File: src/hdl/allocation_tracker_hash_table_defines.svh
// assertion macros for the allocation tracker
// no dependencies; users need clk and arst_n in scope
`ifndef ALLOCATION_TRACKER_HASH_TABLE_DEFINES_SVH
`define ALLOCATION_TRACKER_HASH_TABLE_DEFINES_SVH
`ifndef NO_ASSERTIONS
`define ATH_ASSERT_IMP(label, ante, cons) \
	label: assert property (@(posedge clk) disable iff (!arst_n) (ante) |-> (cons)) \
		else $error("allocation tracker: implication check failed");
`define ATH_ASSERT_NEXT(label, ante, cons) \
	label: assert property (@(posedge clk) disable iff (!arst_n) (ante) |=> (cons)) \
		else $error("allocation tracker: next-cycle check failed");
`else
`define ATH_ASSERT_IMP(label, ante, cons)
`define ATH_ASSERT_NEXT(label, ante, cons)
`endif
`endif

File: src/hdl/ath_ram.sv
// generic single-write, single-read synchronous ram with registered read
// no dependencies
module ath_ram #(
	parameter int WIDTH = 8,
	parameter int DEPTH = 16
) (
	input  logic                     clk,
	input  logic                     we,
	input  logic [$clog2(DEPTH)-1:0] waddr,
	input  logic [WIDTH-1:0]         wdata,
	input  logic                     re,
	input  logic [$clog2(DEPTH)-1:0] raddr,
	output logic [WIDTH-1:0]         rdata
);

	logic [WIDTH-1:0] mem [DEPTH];

	// write port
	always_ff @(posedge clk) begin
		if (we) begin
			mem[waddr] <= wdata;
		end
	end

	// registered read port
	always_ff @(posedge clk) begin
		if (re) begin
			rdata <= mem[raddr];
		end
	end

endmodule

File: config.mk
export PLATFORM = sky130hd
export DESIGN_NAME = ath_ram
export DESIGN_NICKNAME = d
export VERILOG_FILES = /design/src/hdl/allocation_tracker_hash_table_defines.svh /design/src/hdl/ath_ram.sv
export SDC_FILE = /design/constraint.sdc
export NUM_CORES = 1
export LEC_CHECK = 0
export ABC_AREA = 1
export CAP_MARGIN = 20
export CORE_UTILIZATION = 35
export DETAILED_ROUTE_END_ITERATION = 8
export DONT_BUFFER_PORTS = 1
export GPL_ROUTABILITY_DRIVEN = 0
export PLACE_DENSITY = 0.57
export SLEW_MARGIN = 20
export SYNTH_ARGS = -nofsm -noshare
export SYNTH_HDL_FRONTEND = slang
export SYNTH_SLANG_ARGS = --single-unit
File: constraint.sdc
create_clock -name clk -period 1.17 [get_ports clk]
set_clock_uncertainty 0.05 [all_clocks]
set_input_delay 0.1755 -clock clk [delete_from_list [all_inputs] [get_ports clk]]
set_output_delay 0.1755 -clock clk [all_outputs]
set_load 0.01 [all_outputs]
==> metrics.txt <==
Reg clk slew, reported paths=60 ps; # rows=46; VDD IR-drop max=0.000921 V; Tcrit/Tclk final=96.8%; via count=3731; Hold Worst Slack=-199 ps; max-cap violations=0; Worst Setup Start Kind=flop; vias in the first global route=3622; first-pass GRT wire length=20.6 mm; layout cells sized above 1=13.4%; post-detailed-route count of antenna-violating nets=0; Synth area leader=edfxtp_1; Place WS=-141 ps; Worst Path Max Fanout=1; chip height=131 um; yosys warns=0; CP max stage cell=edfxtp_1; Final Max Tran Viols=0; die area=0.0172 sq mm; sequential area share after synthesis=69.8%; area grow syn2layout=19.1%; synthesized area=0.00585 sq mm; simple-gate area share of the yosys netlist=20.8%; CTS tree=built; r2r setup slk=40 ps; dpl cells=766; Worst path max stage delay=380 ps; most frequent cells in the layout=nand2_1, edfxtp_1, inv_1, nand3_1, nand3_2; number of buffers added on ports=0; Top Ports=27; root buffer cell=clkbuf_16; DP Wirelength=8.15 mm; crit path DAT=1250 ps; detailed-route DRC error count=0; pwr dens=1640 mW/mm^2; Yosys cell types=11; min-delay worst type=in2reg; DIE WIDTH=131 um; top-area cell type share of the netlist area=69.8%; CTS Sinks=136; number of fill cells=1518; Final Util=43.2%; largest net degree at the start of global routing=66; # nets final=596; Syn Inst Count=551; Worst-Margin Slew=717 ps; DRT iter0 DRCs=420; #FFs+latches synth=136; Tot GR Track Use=16.2%; largest family of logic cells by synthesized area=simple AND/OR/NAND/NOR gates; routed vias/inst=4.63; Synth Area in XOR/XNOR=0%; # hold bufs at CTS=8; setup repair after global routing missed its margin=yes; Routed WL per cell=16.4 um; syn avg cell area=10.6 sq um; CP required=1290 ps; slew margin rel.=52.0%; setup bufs post-CTS=0; failing checks=negative hold slack; WS Path Type=reg2reg; outcome=finished, violations left; placed cell area=0.00616 sq mm; clk_lat worst skew=420 ps; syn nets=570; Final WS setup=37.0 ps; Core ar.=0.0161 sq mm; fin crit period=1130 ps; Initial Util=36.3%; Final setup viols=0; Peak Freq=0.883 GHz; overall power=11.4 mW; commonest non-fill, non-tap cell in the layout=nand2_1; Cell Chain, Critical Path=inv_1, nand2_1, nand3_1, nand3_2, nand3_2, nand2_1; Overflow after GRT=0; TritonRoute pass-1 iters=5; Post-Route WL=13.2 mm; critical path capture point type=flop; CTS buffer count=17; top cells by area, synth=edfxtp_1, nand2_1, nand3_1; final cell count without fillers=806; leakage power=2.93 nW; Adder-Cell Fraction of Synth Area=0%; H-tree lvl count=4; mux contribution to synthesized area=0%; antenna violations before repair=0; Hold Vio Cnt, Final=48; compound-cell area share of the yosys netlist=0%; final instance area=0.00696 sq mm; Ant. Diodes=0; Max clock buf depth=2
==> Yosys cell counts <==
library cell  instances
nand2_1             173
inv_1               100
edfxtp_1            136
buf_4                 4
nand3_1              97
nor2_1               17
buf_1                 1
buf_6                 6
inv_2                 2
nand3b_1              2
buf_2                13
==> worst paths after layout <==
path / startpoint / end / cells past startpoint
worst min register to register: mem[14][4]$_DFFE_PP_ / rdata[4]$_DFFE_PP_ / 6
worst max-delay path: mem[10][2]$_DFFE_PP_ / rdata[2]$_DFFE_PP_ / 6
worst max register to register: mem[10][2]$_DFFE_PP_ / rdata[2]$_DFFE_PP_ / 6
worst min-delay path: wdata[3] / mem[0][3]$_DFFE_PP_ / 0
==> cell families after synthesis <==
group                  after synthesis
buffers and inverters              126
flip-flops                         136
AND/OR/NAND/NOR                    289
==> metal layers <==
layer | wire, um | track usage [%] | up-vias | share of wire [%]
met1 | 6360 | 22.6 | 1763 | 48
met4 | 269 | 6.65 | 0 | 2.0
met5 | 0 | 0 | - | 0
met3 | 786 | 4.82 | 19 | 5.9
li1 | - | - | 1834 | -
met2 | 5830 | 23.5 | 115 | 44
==> repair_timing <==
action	CTS	global route
setup endpoints to repair	2	8
pin swaps	0	15
gates resized for setup	4	23
endpoints found under the hold margin	144	48
==> flip-flops by register name, summed over array words and instances, names as in the netlist <==
| name | flops |
|---|---|
| mem | 128 |
| rdata | 8 |
==> report_power, final <==
group / switching, mW / internal (mW)
sequential: 0.0491 / 5.49
clock: 1.96 / 3.32
combinational: 0.368 / 0.202
==> metrics by stage <==
stage	hold slack, ps	setup TNS [ps]
floorplan	224	-406
global placement	225	-442
detailed placement	226	-458
CTS	-214	0
global route	-224	-36.8
finish	-199	0
==> critical path: cells and delay by family (launching register included) <==
| kind | cells | cell delay [ps] |
|---|---|---|
| simple gates | 5 | 400 |
| flops | 1 | 380 |
| buf+inv | 1 | 60 |
==> final cells by class <==
class	instances	area, sq um	area share (%)
well taps	216	270	3.88
clock inverters	14	156	2.25
flip-flops and latches	136	4080	58.7
multi-input cells	289	1350	19.4
inverters	102	383	5.50
clock buffers	18	429	6.16
repair buffers	31	290	4.17
(Power assumes the default switching activity.)
